$ cat src/sv/mede_pkg.sv
// ----------------------------------------------------------------------------
// mede_pkg
// shared types and constants of the multi-encoder detent reporter
// ----------------------------------------------------------------------------
package mede_pkg;

	localparam int CHANNELS = 8;
	localparam int PIN_W    = 16;
	localparam int FLAG_W   = 8;
	localparam int HOLD_W   = 16;
	localparam int THR_W    = 4;
	localparam int CFG_IDX_W = 1;

	localparam logic [HOLD_W-1:0] HOLD_TICKS_RST     = 16'h0300;
	localparam logic [THR_W-1:0]  FAST_THRESHOLD_RST = 4'd3;

	// register indexes of the configuration port
	localparam logic [CFG_IDX_W-1:0] CFG_HOLD_TICKS     = 1'b0;
	localparam logic [CFG_IDX_W-1:0] CFG_FAST_THRESHOLD = 1'b1;

	// item command codes
	localparam logic CMD_SAMPLE = 1'b0;
	localparam logic CMD_TICK   = 1'b1;

	typedef struct packed {
		logic             cmd;
		logic [PIN_W-1:0] encoder_pins;
	} in_word_t;

	typedef struct packed {
		logic [PIN_W-1:0]  encoder_report;
		logic [FLAG_W-1:0] fast_flags;
		logic              report_fresh;
	} out_word_t;

	typedef logic [CHANNELS-1:0][1:0] phase_vec_t;

	// result of one pass through the detent chain
	typedef struct packed {
		phase_vec_t        phase;
		logic [PIN_W-1:0]  dir_bits;
		logic [FLAG_W-1:0] fast_bits;
		logic [THR_W-1:0]  count;
		logic              changed;
	} chain_res_t;

	// events seen by the hold timer
	typedef struct packed {
		logic tick;
		logic sample;
		logic fresh;
	} tmr_ctrl_t;

endpackage

$ cat src/sv/mede_detent_chain.sv
// ----------------------------------------------------------------------------
// mede_detent_chain
// per-channel direction decode through the shared detent counter
// ----------------------------------------------------------------------------
module mede_detent_chain (
	input  logic [mede_pkg::PIN_W-1:0] pins,
	input  mede_pkg::phase_vec_t       prev_phase,
	input  logic [mede_pkg::THR_W-1:0] detent_count,
	input  logic [mede_pkg::THR_W-1:0] fast_threshold,
	output mede_pkg::chain_res_t       res
);
	import mede_pkg::*;

	// channels in order, the counter ripples from one to the next
	always_comb begin
		logic [THR_W-1:0] cnt;
		logic [1:0]       now;
		logic [1:0]       old;
		logic             ccw;
		cnt = detent_count;
		res = '0;
		for (int ch = 0; ch < CHANNELS; ch++) begin
			now = pins[2*ch +: 2];
			old = prev_phase[ch];
			ccw = now[1] ^ old[0];
			res.phase[ch] = now;
			if (now != old) begin
				res.changed = 1'b1;
				if (cnt < fast_threshold) begin
					res.dir_bits[2*ch +: 2] = ccw ? 2'b01 : 2'b10;
					cnt = cnt + THR_W'(1);
				end else begin
					res.fast_bits[ch] = 1'b1;
					cnt = '0;
				end
			end
		end
		res.count = cnt;
	end

endmodule

$ cat src/sv/mede_hold_timer.sv
// ----------------------------------------------------------------------------
// mede_hold_timer
// tick counter that flags expiry of the held report
// ----------------------------------------------------------------------------
module mede_hold_timer (
	input  logic                        clk,
	input  logic                        arst_n,
	input  mede_pkg::tmr_ctrl_t         ctrl,
	input  logic [mede_pkg::HOLD_W-1:0] hold_ticks,
	output logic                        expired
);
	import mede_pkg::*;

	logic [HOLD_W-1:0] count_q;
	logic              expired_q;
	logic [HOLD_W-1:0] count_inc;

	assign count_inc = count_q + HOLD_W'(1);
	assign expired   = expired_q;

	always_ff @(posedge clk or negedge arst_n) begin
		if (!arst_n) begin
			count_q   <= '0;
			expired_q <= 1'b0;
		end else if (ctrl.tick) begin
			if (count_inc >= hold_ticks) begin
				count_q   <= '0;
				expired_q <= 1'b1;
			end else begin
				count_q <= count_inc;
			end
		end else if (ctrl.sample) begin
			// a sample always consumes the expiry, a relatch also restarts the count
			expired_q <= 1'b0;
			if (ctrl.fresh) begin
				count_q <= '0;
			end
		end
	end

endmodule

$ cat src/sv/multi_encoder_detent_reporter.sv
// ----------------------------------------------------------------------------
// multi_encoder_detent_reporter
// eight-channel quadrature encoder decoder with detent and hold logic
// ----------------------------------------------------------------------------
// Takes one word per clock while item_stall is low: a pin sample (cmd 0)
// carrying the two phase lines of eight encoders, or a timer tick (cmd 1).
// Every sample gives one result word, through the input register and then
// the result register; ticks give none. The sustained rate is one word per
// cycle while results drain; the detent chain between the two registers is
// combinational. The input register keeps taking words while a result
// waits; only a sample sitting in the input register behind a stalled
// result holds item_stall high. Configuration writes are taken at any time
// with cfg_ready always high and must only be issued while the block is idle.
// ----------------------------------------------------------------------------
module multi_encoder_detent_reporter (
	input  logic                           clk,
	input  logic                           arst_n,
	// item channel
	input  logic                           item_valid,
	output logic                           item_stall,
	input  mede_pkg::in_word_t             item,
	// result channel
	output logic                           result_valid,
	input  logic                           result_stall,
	output mede_pkg::out_word_t            result,
	// configuration channel
	input  logic                           cfg_valid,
	output logic                           cfg_ready,
	input  logic [mede_pkg::CFG_IDX_W-1:0] cfg_index,
	input  logic [mede_pkg::HOLD_W-1:0]    cfg_data
);
	import mede_pkg::*;

	// configuration registers
	logic [HOLD_W-1:0] hold_ticks_q;
	logic [THR_W-1:0]  fast_threshold_q;

	// input stage
	logic     valid_s1;
	in_word_t item_s1;

	// block state
	phase_vec_t       prev_phase_q;
	logic [THR_W-1:0] detent_q;
	logic             pending_q;
	logic [PIN_W-1:0] held_q;

	// chain and timer
	chain_res_t chain;
	tmr_ctrl_t  tmr_ctrl;
	logic       expired;

	// handshake
	logic out_free;
	logic adv_s1;
	logic adv_sample;
	logic fresh;

	assign cfg_ready = 1'b1;

	always_ff @(posedge clk or negedge arst_n) begin
		if (!arst_n) begin
			hold_ticks_q     <= HOLD_TICKS_RST;
			fast_threshold_q <= FAST_THRESHOLD_RST;
		end else if (cfg_valid && cfg_ready) begin
			unique case (cfg_index)
				CFG_HOLD_TICKS:     hold_ticks_q     <= cfg_data;
				CFG_FAST_THRESHOLD: fast_threshold_q <= cfg_data[THR_W-1:0];
				default: ;
			endcase
		end
	end

	// a tick never needs the result slot, a sample needs it free or draining
	assign out_free   = !result_valid || !result_stall;
	assign adv_s1     = valid_s1 && ((item_s1.cmd == CMD_TICK) || out_free);
	assign adv_sample = adv_s1 && (item_s1.cmd == CMD_SAMPLE);
	assign item_stall = valid_s1 && !adv_s1;

	always_ff @(posedge clk or negedge arst_n) begin
		if (!arst_n) begin
			valid_s1 <= 1'b0;
		end else if (!item_stall) begin
			valid_s1 <= item_valid;
		end
	end

	always_ff @(posedge clk) begin
		if (!item_stall && item_valid) begin
			item_s1 <= item;
		end
	end

	mede_detent_chain u_chain (
		.pins           (item_s1.encoder_pins),
		.prev_phase     (prev_phase_q),
		.detent_count   (detent_q),
		.fast_threshold (fast_threshold_q),
		.res            (chain)
	);

	// relatch on any phase change, or on the very first sample after reset
	assign fresh = pending_q || chain.changed;

	assign tmr_ctrl.tick   = adv_s1 && (item_s1.cmd == CMD_TICK);
	assign tmr_ctrl.sample = adv_sample;
	assign tmr_ctrl.fresh  = fresh;

	mede_hold_timer u_timer (
		.clk        (clk),
		.arst_n     (arst_n),
		.ctrl       (tmr_ctrl),
		.hold_ticks (hold_ticks_q),
		.expired    (expired)
	);

	// state update on a sample
	always_ff @(posedge clk or negedge arst_n) begin
		if (!arst_n) begin
			prev_phase_q <= '0;
			detent_q     <= '0;
			pending_q    <= 1'b1;
			held_q       <= '0;
		end else if (adv_sample) begin
			prev_phase_q <= chain.phase;
			pending_q    <= 1'b0;
			if (fresh) begin
				held_q   <= chain.dir_bits;
				detent_q <= chain.count;
			end else if (expired) begin
				// hold time ran out with no new step: drop report and count
				held_q   <= '0;
				detent_q <= '0;
			end else begin
				detent_q <= chain.count;
			end
		end
	end

	// result register
	always_ff @(posedge clk or negedge arst_n) begin
		if (!arst_n) begin
			result_valid <= 1'b0;
		end else if (adv_sample) begin
			result_valid <= 1'b1;
		end else if (!result_stall) begin
			result_valid <= 1'b0;
		end
	end

	always_ff @(posedge clk) begin
		if (adv_sample) begin
			result.encoder_report <= fresh ? chain.dir_bits : (expired ? '0 : held_q);
			result.fast_flags     <= chain.fast_bits;
			result.report_fresh   <= fresh;
		end
	end

	// a channel never shows a direction and a fast flag in the same word
	logic dir_fast_overlap;
	always_comb begin
		dir_fast_overlap = 1'b0;
		for (int ch = 0; ch < CHANNELS; ch++) begin
			if (result.fast_flags[ch] && (result.encoder_report[2*ch +: 2] != 2'b00)) begin
				dir_fast_overlap = 1'b1;
			end
		end
	end

	a_fresh_no_overlap: assert property (@(posedge clk) disable iff (!arst_n)
		result_valid && result.report_fresh |-> !dir_fast_overlap)
		else $error("direction and fast bit set for one channel");

	a_sample_clears_expiry: assert property (@(posedge clk) disable iff (!arst_n)
		adv_sample |=> !expired)
		else $error("hold expiry survived a sample");

	a_pending_once: assert property (@(posedge clk) disable iff (!arst_n)
		adv_sample |=> !pending_q)
		else $error("report pending after a sample");

	a_sample_gives_result: assert property (@(posedge clk) disable iff (!arst_n)
		adv_sample |=> result_valid)
		else $error("sample left the result register empty");

endmodule
$ cat config.mk
export PLATFORM = sky130hd
export DESIGN_NAME = multi_encoder_detent_reporter
export DESIGN_NICKNAME = d
export VERILOG_FILES = /design/src/sv/mede_pkg.sv /design/src/sv/mede_detent_chain.sv /design/src/sv/mede_hold_timer.sv /design/src/sv/multi_encoder_detent_reporter.sv
export SDC_FILE = /design/constraint.sdc
export NUM_CORES = 1
export LEC_CHECK = 0
export BUFFER_PORTS_ARGS = -buffer_cell sky130_fd_sc_hd__buf_2
export CORE_MARGIN = 4
export CORE_UTILIZATION = 55
export DETAILED_ROUTE_END_ITERATION = 6
export PLACE_DENSITY = 0.84
export REMOVE_ABC_BUFFERS = 1
export SLEW_MARGIN = 20
export SYNTH_ARGS = -nofsm -noshare
export SYNTH_HDL_FRONTEND = slang
export SYNTH_HIERARCHICAL = 1
export SYNTH_SLANG_ARGS = --single-unit
$ cat constraint.sdc
create_clock -name clk -period 11.4 [get_ports clk]
set_input_delay 2.28 -clock clk [delete_from_list [all_inputs] [get_ports clk]]
set_output_delay 2.28 -clock clk [all_outputs]
set_load 0.01 [all_outputs]
Yosys cells after proc, flatten, opt, wreduce, memory -nomap -nowiden --
Cells that the tools add are included. Widths: inputs -> output; s select.
Word-level totals: flip-flop bits (word level) 118, word-level logic and storage cells 154, input bits 39, output and inout port bits 28
Operators by class: reduce and logical (&&, ||, !) cells 18, muxes and demuxes 69, eq/ne operators 10, bitwise gates (word level) 10, $lt $le $gt $ge 9, add/sub/neg operators 9
Operators by type and width (count):
- $mux 16 | 6
- $mux 4 | 18
- $mux 2 | 24
- $add 4x1->4 const B | 8
- $lt 4x4->1 | 8
- $mux 1 | 21
- $add 16x1->16 const B | 1
- $ge 16x16->1 | 1
- $ne 2x2->1 | 8
- $reduce_and 2->1 | 4
- $xor 1x1->1 | 8
- $logic_and 1x1->1 | 5
- $logic_not 1->1 | 4
- $ne 2x1->1 const B | 2
- $reduce_bool 2->1 | 2
- $logic_or 1x1->1 | 3
- $not 1->1 | 2

Logic depth before layout (Yosys ltp) --
Gate-level depths: netlist of the first run.
depth in word-level cells 26, mapped depth 58, mapped depth without buffers 58

Hierarchy --
The synthesis of the first run kept the hierarchy.
Modules (own cells, without submodules):
- multi_encoder_detent_reporter | seq. area each 2743.9 µm², times used 1, cells an instance 237, area each 3776.1 µm²
- mede_detent_chain | seq. area each 0.0 µm², times used 1, cells an instance 351, area each 2468.6 µm²
- mede_hold_timer | seq. area each 425.4 µm², times used 1, cells an instance 147, area each 1452.6 µm²

Worst setup path before layout of the first run --
No wires, ideal clock.
kind reg2reg, start register fast_threshold_q[1], end register detent_q[3], arrival 11.409 ns, library setup time 0.066 ns, data required time 11.334 ns, clock period less this slack 11.476 ns, slack -0.076 ns, path buffers 0, cell stages (with the launch flop) 58, cells stage by stage dfstp_2 inv_1 ha_1 or3b_4 a21boi_4 a21o_1 a22o_1 ha_1 a21oi_1 o21ai_0 a31oi_1 nand2_1 o21ai_1 ha_1 a21o_1 a21oi_1 nand2_1 o21a_1 (+22 left out) nand2b_1 nor3_1 nand3_1 and2_1 inv_1 ha_1 a2111oi_0 a31oi_1 a21oi_1 a21oi_1 a21oi_1 ha_1 o21ai_0 a21oi_1 or3_1 or2_2 o211ai_2 a22o_1
RTL lines:
- start, declared | line multi_encoder_detent_reporter.sv:36 | logic [THR_W-1:0] fast_threshold_q;
- start signal, assigned | line multi_encoder_detent_reporter.sv:68 | CFG_FAST_THRESHOLD: fast_threshold_q <= cfg_data[THR_W-1:0];
- end signal, assigned | line multi_encoder_detent_reporter.sv:129 | detent_q <= chain.count;
- end signal, assigned | line multi_encoder_detent_reporter.sv:135 | detent_q <= chain.count;
- end, declared | line multi_encoder_detent_reporter.sv:44 | logic [THR_W-1:0] detent_q;

==> results of run 1 <==
## worst max path at each step
stage                                         start  cells past startpoint  slack, ns                      end
finish              fast_threshold_q[1]$_DFFE_PN1P_                     58       0.05  detent_q[3]$_DFFE_PN0P_
global route        fast_threshold_q[1]$_DFFE_PN1P_                     58      -0.35  detent_q[3]$_DFFE_PN0P_
CTS                 fast_threshold_q[1]$_DFFE_PN1P_                     57      0.008  detent_q[3]$_DFFE_PN0P_
detailed placement  fast_threshold_q[1]$_DFFE_PN1P_                     57      -0.29  detent_q[3]$_DFFE_PN0P_
global placement    fast_threshold_q[1]$_DFFE_PN1P_                     57       0.20  detent_q[3]$_DFFE_PN0P_
floorplan           fast_threshold_q[1]$_DFFE_PN1P_                     57      -0.08  detent_q[3]$_DFFE_PN0P_
## synth_stat cells, drive strengths merged (5+ instances only)
cell | number | area, um2
a21o | 7 | 52.6
a21oi | 27 | 139
a22o | 22 | 193
a31oi | 8 | 65.1
a32o | 12 | 131
and2 | 16 | 100
and3 | 16 | 125
buf | 27 | 201
clkbuf | 10 | 37.5
dfrtp | 71 | 1780
dfstp | 5 | 131
edfxtp | 42 | 1260
ha | 49 | 613
inv | 36 | 135
mux2 | 38 | 428
mux2i | 7 | 70.1
nand2 | 66 | 260
nand2b | 25 | 164
nand3 | 19 | 95.1
nand4 | 15 | 100
nor2 | 34 | 133
nor2b | 8 | 60.1
nor3 | 8 | 50.1
o211ai | 11 | 97.6
o21a | 6 | 45.0
o21ai | 42 | 210
or2 | 5 | 31.3
or3 | 6 | 42.5
xnor2 | 34 | 298
xor2 | 8 | 85.1
## registers in the layout (all words and copies together) (netlist names), 4 cells and up
register	count
result	25
item_s1	17
held_q	16
hold_ticks_q	16
prev_phase_q	16
u_timer/count_q	16
detent_q	4
fast_threshold_q	4
## metal layers
layer	global-route usage, %	wire [um]	vias up
met2	35.5	9160	282
met3	5.17	1360	44
met1	30.7	8230	3064
met5	0	0	-
li1	-	-	2907
met4	7.57	335	0
## logic make-up (layout without fill, tap and decap cells)
| group | Yosys count | after routing | share of synthesized area, % |
|---|---|---|---|
| AND/OR/NAND/NOR | 232 | 232 | 16.9 |
| flip-flops | 118 | 118 | 41.2 |
| buffers and inverters | 73 | 182 | 4.86 |
| multiplexers | 45 | 45 | 6.47 |
| XOR/XNOR | 42 | 42 | 4.97 |
| AO/OA/AOI/OAI | 175 | 175 | 17.7 |
| adder cells (fa/ha/maj) | 49 | 49 | 7.96 |
| other | 1 | 1 | 0.0487 |
## critical path, delay by kind of cell, from the launching register on
family	cells	cell delay, ns
buf+inv	7	0.69
mux	1	0.28
fa+ha+maj	8	2.02
compound gates	25	4.30
simple gates	17	3.46
flops	1	0.52
## area by class of cell
cell class / instances / area (um2) / share of cell area (%)
Clock inverter: 5 / 55.1 / 0.591
Timing Repair Buffer: 114 / 699 / 7.50
Clock buffer: 27 / 557 / 5.97
Tap cell: 176 / 220 / 2.36
Sequential cell: 118 / 3170 / 34.0
Inverter: 36 / 135 / 1.45
Multi-Input combinational cell: 544 / 4490 / 48.1
## stage by stage
step / utilization [%] / hold WS [ns] / std cells / TNS (ns)
2_1_floorplan: - / 0.458 / 698 / -0.0757
3_3_place_gp: 61.5 / 0.467 / 974 / 0
3_5_place_dp: 61.5 / 0.475 / 974 / -1.34
4_1_cts: 66.3 / 0.487 / 1007 / 0
5_1_grt: 69.3 / 0.509 / 1020 / -2.06
6_report: 69.3 / 0.481 / 1020 / 0
## repair_timing
action,in CTS,in global routing
setup endpoints to repair,7,9
gates resized for setup,8,59
endpoints found under the hold margin,0,0
pin swaps,4,35
setup buffers,1,13
==> flow_summary.rst, run 1 <==
.. list-table::
   :header-rows: 1

   * - Metric
     - Value
   * - Number of antenna violations at the first check in global routing
     - 0
   * - Clock-pin slew on the worst setup and hold paths
     - 0.06 ns
   * - Clock latency at the later pin of the worst-skew pair
     - 0.42 ns
   * - Routability Congestion
     - 0.942
   * - Die Span X
     - 126 um
   * - Die outline area
     - 16000 um2
   * - Cell Area, Placed
     - 8270 um2
   * - Final wirelength
     - 19100 um
   * - Worst EP required
     - 11.76 ns
   * - Largest net degree at the start of global routing
     - 77
   * - Slowest cell on the critical path
     - sky130_fd_sc_hd__or4_4
   * - Startpoint of the lowest-slack register-to-register path
     - fast_threshold_q[1]$_DFFE_PN1P_
   * - Gate count after technology mapping
     - 735
   * - Area of the mapped netlist
     - 7700 um2
   * - Hold violation total from the final report
     - 0
   * - DRC violation total after the first TritonRoute iteration
     - 581
   * - Share of the cycle needed by the critical path after routing
     - 99.5%
   * - Most frequent cells in the layout
     - sky130_fd_sc_hd__dfrtp_1 (71), sky130_fd_sc_hd__buf_2 (64), sky130_fd_sc_hd__nand2_1 (59), sky130_fd_sc_hd__buf_4 (49)
   * - Largest stage delay on the critical path
     - 0.54 ns
   * - Input/output buffers
     - 65
   * - Summed area of non-filler cells in the final layout
     - 9320 um2
   * - Synth Area per Inst
     - 10.5 um2
   * - Shortest period the worst path allows
     - 11.35 ns
   * - Inserted Clock Buffers
     - 17
   * - Antenna Diode Count
     - 0
   * - Largest fanout on the critical path
     - 3
   * - Worst setup SP type
     - flop
   * - Pre-CTS setup slack
     - -0.288 ns
   * - Post-layout net count
     - 919
   * - Fraction of synthesis flops using an asynchronous set or reset pin
     - 64.4%
   * - WS Path Type
     - flop to flop
   * - Total number of H-tree levels
     - 4
   * - Number of instances on the worst hold path
     - 1
   * - Count of hold-fix buffers inserted at cts
     - 0
   * - Effective utilization at floorplan
     - 57.2%
   * - Count of yosys warnings during synthesis
     - 6
   * - Vias/cell
     - 6.17
   * - TritonCTS clock tree
     - done
   * - Data arrival, critical path
     - 11.71 ns
   * - Average wire length per cell after detail routing
     - 18.7 um
   * - First-pass GRT wire length
     - 28900 um
   * - Std cell rows
     - 42
   * - Number of library cell types mapped by synthesis
     - 91
   * - Max Cap Viol
     - 0
   * - Total grt overflow
     - 0
   * - Gr usage total
     - 22.5%
   * - Worst Max-Slew Pin Slew
     - 0.981 ns
   * - Routed Antenna Nets
     - 0
   * - Commonest non-fill, non-tap cell in the layout
     - sky130_fd_sc_hd__dfrtp_1
   * - Count of unresolved DRC violations after routing
     - 0
   * - Number of sinks handled by clock tree synthesis
     - 118
   * - Relative slew slack
     - 34.2%
   * - Number of global-route vias before repair
     - 5904
   * - Number of top-level design ports
     - 67
   * - Final setup slack of the worst path
     - 0.0524 ns
   * - Drt pass-1 iters
     - 5
   * - Number of filler cells placed in the layout
     - 993
   * - Highest achievable clock rate
     - 88.1 MHz
   * - Final HPWL from detailed placement
     - 12700 um
   * - Final setup vio count
     - 0
   * - Library cell used as clock root buffer
     - sky130_fd_sc_hd__clkbuf_16
   * - Worst setup skew after layout
     - 0.00937 ns
   * - Core Footprint
     - 13500 um2
   * - Hold crit path type
     - flop to flop
   * - End of the worst hold path
     - hold_ticks_q[5]$_DFFE_PN0P_
   * - Total number of vias
     - 6297
   * - R2r setup slk
     - 0.05 ns
   * - Endpoint kind of the worst setup timing path
     - flop
   * - EDFF count, synth
     - 42
   * - Depth of the most critical reg-to-reg path
     - 58
   * - Beginning of the worst hold path
     - hold_ticks_q[5]$_DFFE_PN0P_
   * - Register bit count reported by yosys
     - 118
   * - Maximum count of clock buffers along a single path
     - 2
   * - Vert. Die Dim
     - 126 um
   * - Post-synthesis sequential area ratio
     - 41.2%
   * - Run status
     - finished clean
   * - Layout cells sized above 1
     - 31.0%
   * - Ys flop type
     - sky130_fd_sc_hd__dfrtp_1
   * - Final Max Tran Viols
     - 0
   * - Endpoint of the worst register-to-register path
     - detent_q[3]$_DFFE_PN0P_
   * - Layout-stage area growth over the synthesis result
     - 21.1%
Power of run 1 is not shown: default switching activity piles up to over one toggle a cycle in this logic, so the estimate is an artifact.
==> inputs of run 2 (changes only) <==
ABC_AREA = 1   (was unset)
==> flow_summary.rst, run 2 <==
.. list-table::
   :header-rows: 1

   * - Metric
     - Value
   * - Run status
     - finished clean
   * - DRC violation total after the first TritonRoute iteration
     - 544
   * - Flip-flop count of the largest register, all copies and words added
     - 25
   * - Final wirelength
     - 16200 um
   * - Top cell type's share of synthesized area
     - 23.4%
   * - Largest stage delay on the critical path
     - 0.38 ns
   * - Layout-stage area growth over the synthesis result
     - 12.0%
   * - Hold crit path type
     - flop to flop
   * - Average wire length per cell after detail routing
     - 13.4 um
   * - Pre-CTS setup slack
     - 3.30 ns
   * - Highest achievable clock rate
     - 120 MHz
   * - Die Span X
     - 126 um
   * - Clock-pin slew on the worst setup and hold paths
     - 0.06 ns
   * - Most common cell in the netlist
     - sky130_fd_sc_hd__nand2_1
   * - Total number of H-tree levels
     - 4
   * - Slowest cell on the critical path
     - sky130_fd_sc_hd__dfrtp_1
   * - Post-synthesis sequential area ratio
     - 41.7%
   * - Final setup vio count
     - 0
   * - Most frequent cells in the layout
     - sky130_fd_sc_hd__nand2_1 (320), sky130_fd_sc_hd__inv_1 (135), sky130_fd_sc_hd__nor2_1 (73), sky130_fd_sc_hd__dfrtp_1 (71), sky130_fd_sc_hd__buf_2 (64)
   * - Core Footprint
     - 13400 um2
   * - Inserted Clock Buffers
     - 17
   * - Vias/cell
     - 5.12
   * - Final setup slack of the worst path
     - 3.04 ns
   * - Number of global-route vias before repair
     - 5882
   * - Total number of vias
     - 6182
   * - Final HPWL from detailed placement
     - 10900 um
   * - Relative slew slack
     - 37.8%
   * - Library cell used as clock root buffer
     - sky130_fd_sc_hd__clkbuf_16
   * - EDFF count, synth
     - 42
   * - Cell types with the highest counts after synthesis
     - sky130_fd_sc_hd__nand2_1 (320), sky130_fd_sc_hd__inv_1 (135), sky130_fd_sc_hd__nor2_1 (73)
   * - Data arrival, critical path
     - 8.65 ns
   * - Worst EP required
     - 11.69 ns
   * - Count of unresolved DRC violations after routing
     - 0
   * - Layout cells sized above 1
     - 17.4%
   * - Gate count after technology mapping
     - 970
   * - Max Cap Viol
     - 0
   * - Area of the mapped netlist
     - 7610 um2
   * - Drt pass-1 iters
     - 5
   * - Vert. Die Dim
     - 126 um
   * - CP dominant cell by count
     - sky130_fd_sc_hd__nand2_1
   * - Shortest period the worst path allows
     - 8.36 ns
   * - Worst setup skew after layout
     - 0.00540 ns
   * - Antenna Diode Count
     - 0
   * - Final Max Tran Viols
     - 0
   * - Input/output buffers
     - 65
   * - Routed Antenna Nets
     - 0
   * - Registers with the highest flip-flop counts
     - result x25, item_s1 x17
   * - Setup bufs post-CTS
     - 0
   * - Largest net degree at the start of global routing
     - 77
   * - Ys flop type
     - sky130_fd_sc_hd__dfrtp_1
   * - Worst setup SP type
     - flop
   * - Number of top-level design ports
     - 67
   * - Gr usage total
     - 21.3%
   * - Die outline area
     - 15800 um2
   * - Count of yosys warnings during synthesis
     - 6
   * - Total grt overflow
     - 0
   * - First-pass GRT wire length
     - 27300 um
   * - Effective utilization at floorplan
     - 56.8%
   * - Hold violation total from the final report
     - 0
   * - Largest Register
     - result
   * - Commonest non-fill, non-tap cell in the layout
     - sky130_fd_sc_hd__nand2_1
   * - Number of library cell types mapped by synthesis
     - 39
   * - Worst Max-Slew Pin Slew
     - 0.931 ns
   * - Largest fanout on the critical path
     - 8
   * - Clock latency at the later pin of the worst-skew pair
     - 0.42 ns
   * - Post-route setup TNS
     - 0 ns
   * - Number of antenna violations at the first check in global routing
     - 0
   * - Top cells by area in the synthesized netlist
     - sky130_fd_sc_hd__dfrtp_1 (23%), sky130_fd_sc_hd__edfxtp_1 (17%), sky130_fd_sc_hd__nand2_1 (16%)
   * - Maximum count of clock buffers along a single path
     - 2
   * - Unrepaired setup endpoints after global routing
     - false
   * - Number of filler cells placed in the layout
     - 1112
   * - Area leader, netlist
     - sky130_fd_sc_hd__dfrtp_1
   * - Register bit count reported by yosys
     - 118
   * - CTS resizes
     - 0
   * - Std cell rows
     - 42
   * - TritonCTS clock tree
     - done
   * - Endpoint kind of the worst setup timing path
     - flop
   * - Routability Congestion
     - 0.921
   * - Fraction of synthesis flops using an asynchronous set or reset pin
     - 64.4%
   * - WS Path Type
     - flop to flop
   * - Share of the cycle needed by the critical path after routing
     - 73.3%
   * - Post-layout net count
     - 1107
   * - Count of hold-fix buffers inserted at cts
     - 0
   * - Synth Area per Inst
     - 7.84 um2
   * - Number of sinks handled by clock tree synthesis
     - 118
run 2: cell count changes in the layout (fill, tap and decap cells not counted), moves of 11 or more:
cell | previous run | this run
sky130_fd_sc_hd__nand2b_1 | 23 | 0
sky130_fd_sc_hd__nand2_2 | 5 | 37
sky130_fd_sc_hd__xnor2_1 | 34 | 7
sky130_fd_sc_hd__nand3_1 | 18 | 42
sky130_fd_sc_hd__nor2_1 | 29 | 73
sky130_fd_sc_hd__nand2_1 | 59 | 320
sky130_fd_sc_hd__mux2_1 | 26 | 0
sky130_fd_sc_hd__mux2_2 | 11 | 0
sky130_fd_sc_hd__inv_1 | 33 | 135
sky130_fd_sc_hd__buf_4 | 49 | 2
sky130_fd_sc_hd__a22o_1 | 22 | 0
sky130_fd_sc_hd__and2_1 | 15 | 0
sky130_fd_sc_hd__xor2_1 | 6 | 36
run 2: per-stage QoR:
stage | std cells | hold slack [ns] | utilization [%] | cell area (um2)
detailed placement | 1175 | 0.460 | 58.8 | 7880
CTS | 1207 | 0.470 | 63.4 | 8490
floorplan | 933 | 0.442 | - | 7330
finish | 1208 | 0.465 | 63.6 | 8520
global route | 1208 | 0.488 | 63.6 | 8520
global placement | 1175 | 0.456 | 58.8 | 7880
run 2: cell families (layout without fill, tap and decap cells):
logic type                 after synthesis  after routing  share of synthesized area (%)
xor gates and xnor gates                43             43                           4.95
and+or+nand+nor                        518            518                           30.0
buffers and inverters                  181            243                           10.8
other                                    1              1                         0.0493
AOI/OAI and AO/OA                       60             60                           4.47
DFF                                    118            118                           41.7
adders and majority gates               49             49                           8.06
run 2: metal layers:
| layer | track usage (%) | wire, um |
|---|---|---|
| met3 | 4.43 | 1030 |
| met2 | 35.5 | 7800 |
| met4 | 8.86 | 318 |
| met1 | 26.9 | 7080 |
| met5 | 0 | 0 |
run 2: area by class of cell:
type	instances	area (um2)	area share, %
Multi-Input combinational cell	671	3620	42.5
Sequential cell	118	3170	37.2
Clock buffer	24	556	6.52
Inverter	144	541	6.34
Timing Repair Buffer	67	363	4.26
Tap cell	176	220	2.58
Clock inverter	8	55.1	0.646
run 2: worst paths after layout:
| check | from | to | slack (ns) | cells past startpoint |
|---|---|---|---|---|
| max in group asynchronous | arst_n | fast_threshold_q[1]$_DFFE_PN1P_ | 9.02 | 2 |
| setup reg to reg | fast_threshold_q[3]$_DFFE_PN0P_ | detent_q[3]$_DFFE_PN0P_ | 3.04 | 58 |
| hold / removal | hold_ticks_q[8]$_DFFE_PN1P_ | hold_ticks_q[8]$_DFFE_PN1P_ | 0.47 | 2 |
| min in group asynchronous | arst_n | held_q[4]$_DFFE_PN0P_ | 1.74 | 1 |
| setup / recovery | fast_threshold_q[3]$_DFFE_PN0P_ | detent_q[3]$_DFFE_PN0P_ | 3.04 | 58 |
| hold reg to reg | hold_ticks_q[8]$_DFFE_PN1P_ | hold_ticks_q[8]$_DFFE_PN1P_ | 0.47 | 2 |
run 2: critical path: cells and delay by family (launching register included):
family,cells,cell delay [ns]
adder cells (fa/ha/maj),8,2.24
AO/OA/AOI/OAI,10,1.87
AND/OR/NAND/NOR,30,2.67
buffers and inverters,10,1.04
flip-flops,1,0.38
Power of run 2 is left out for the same reason.
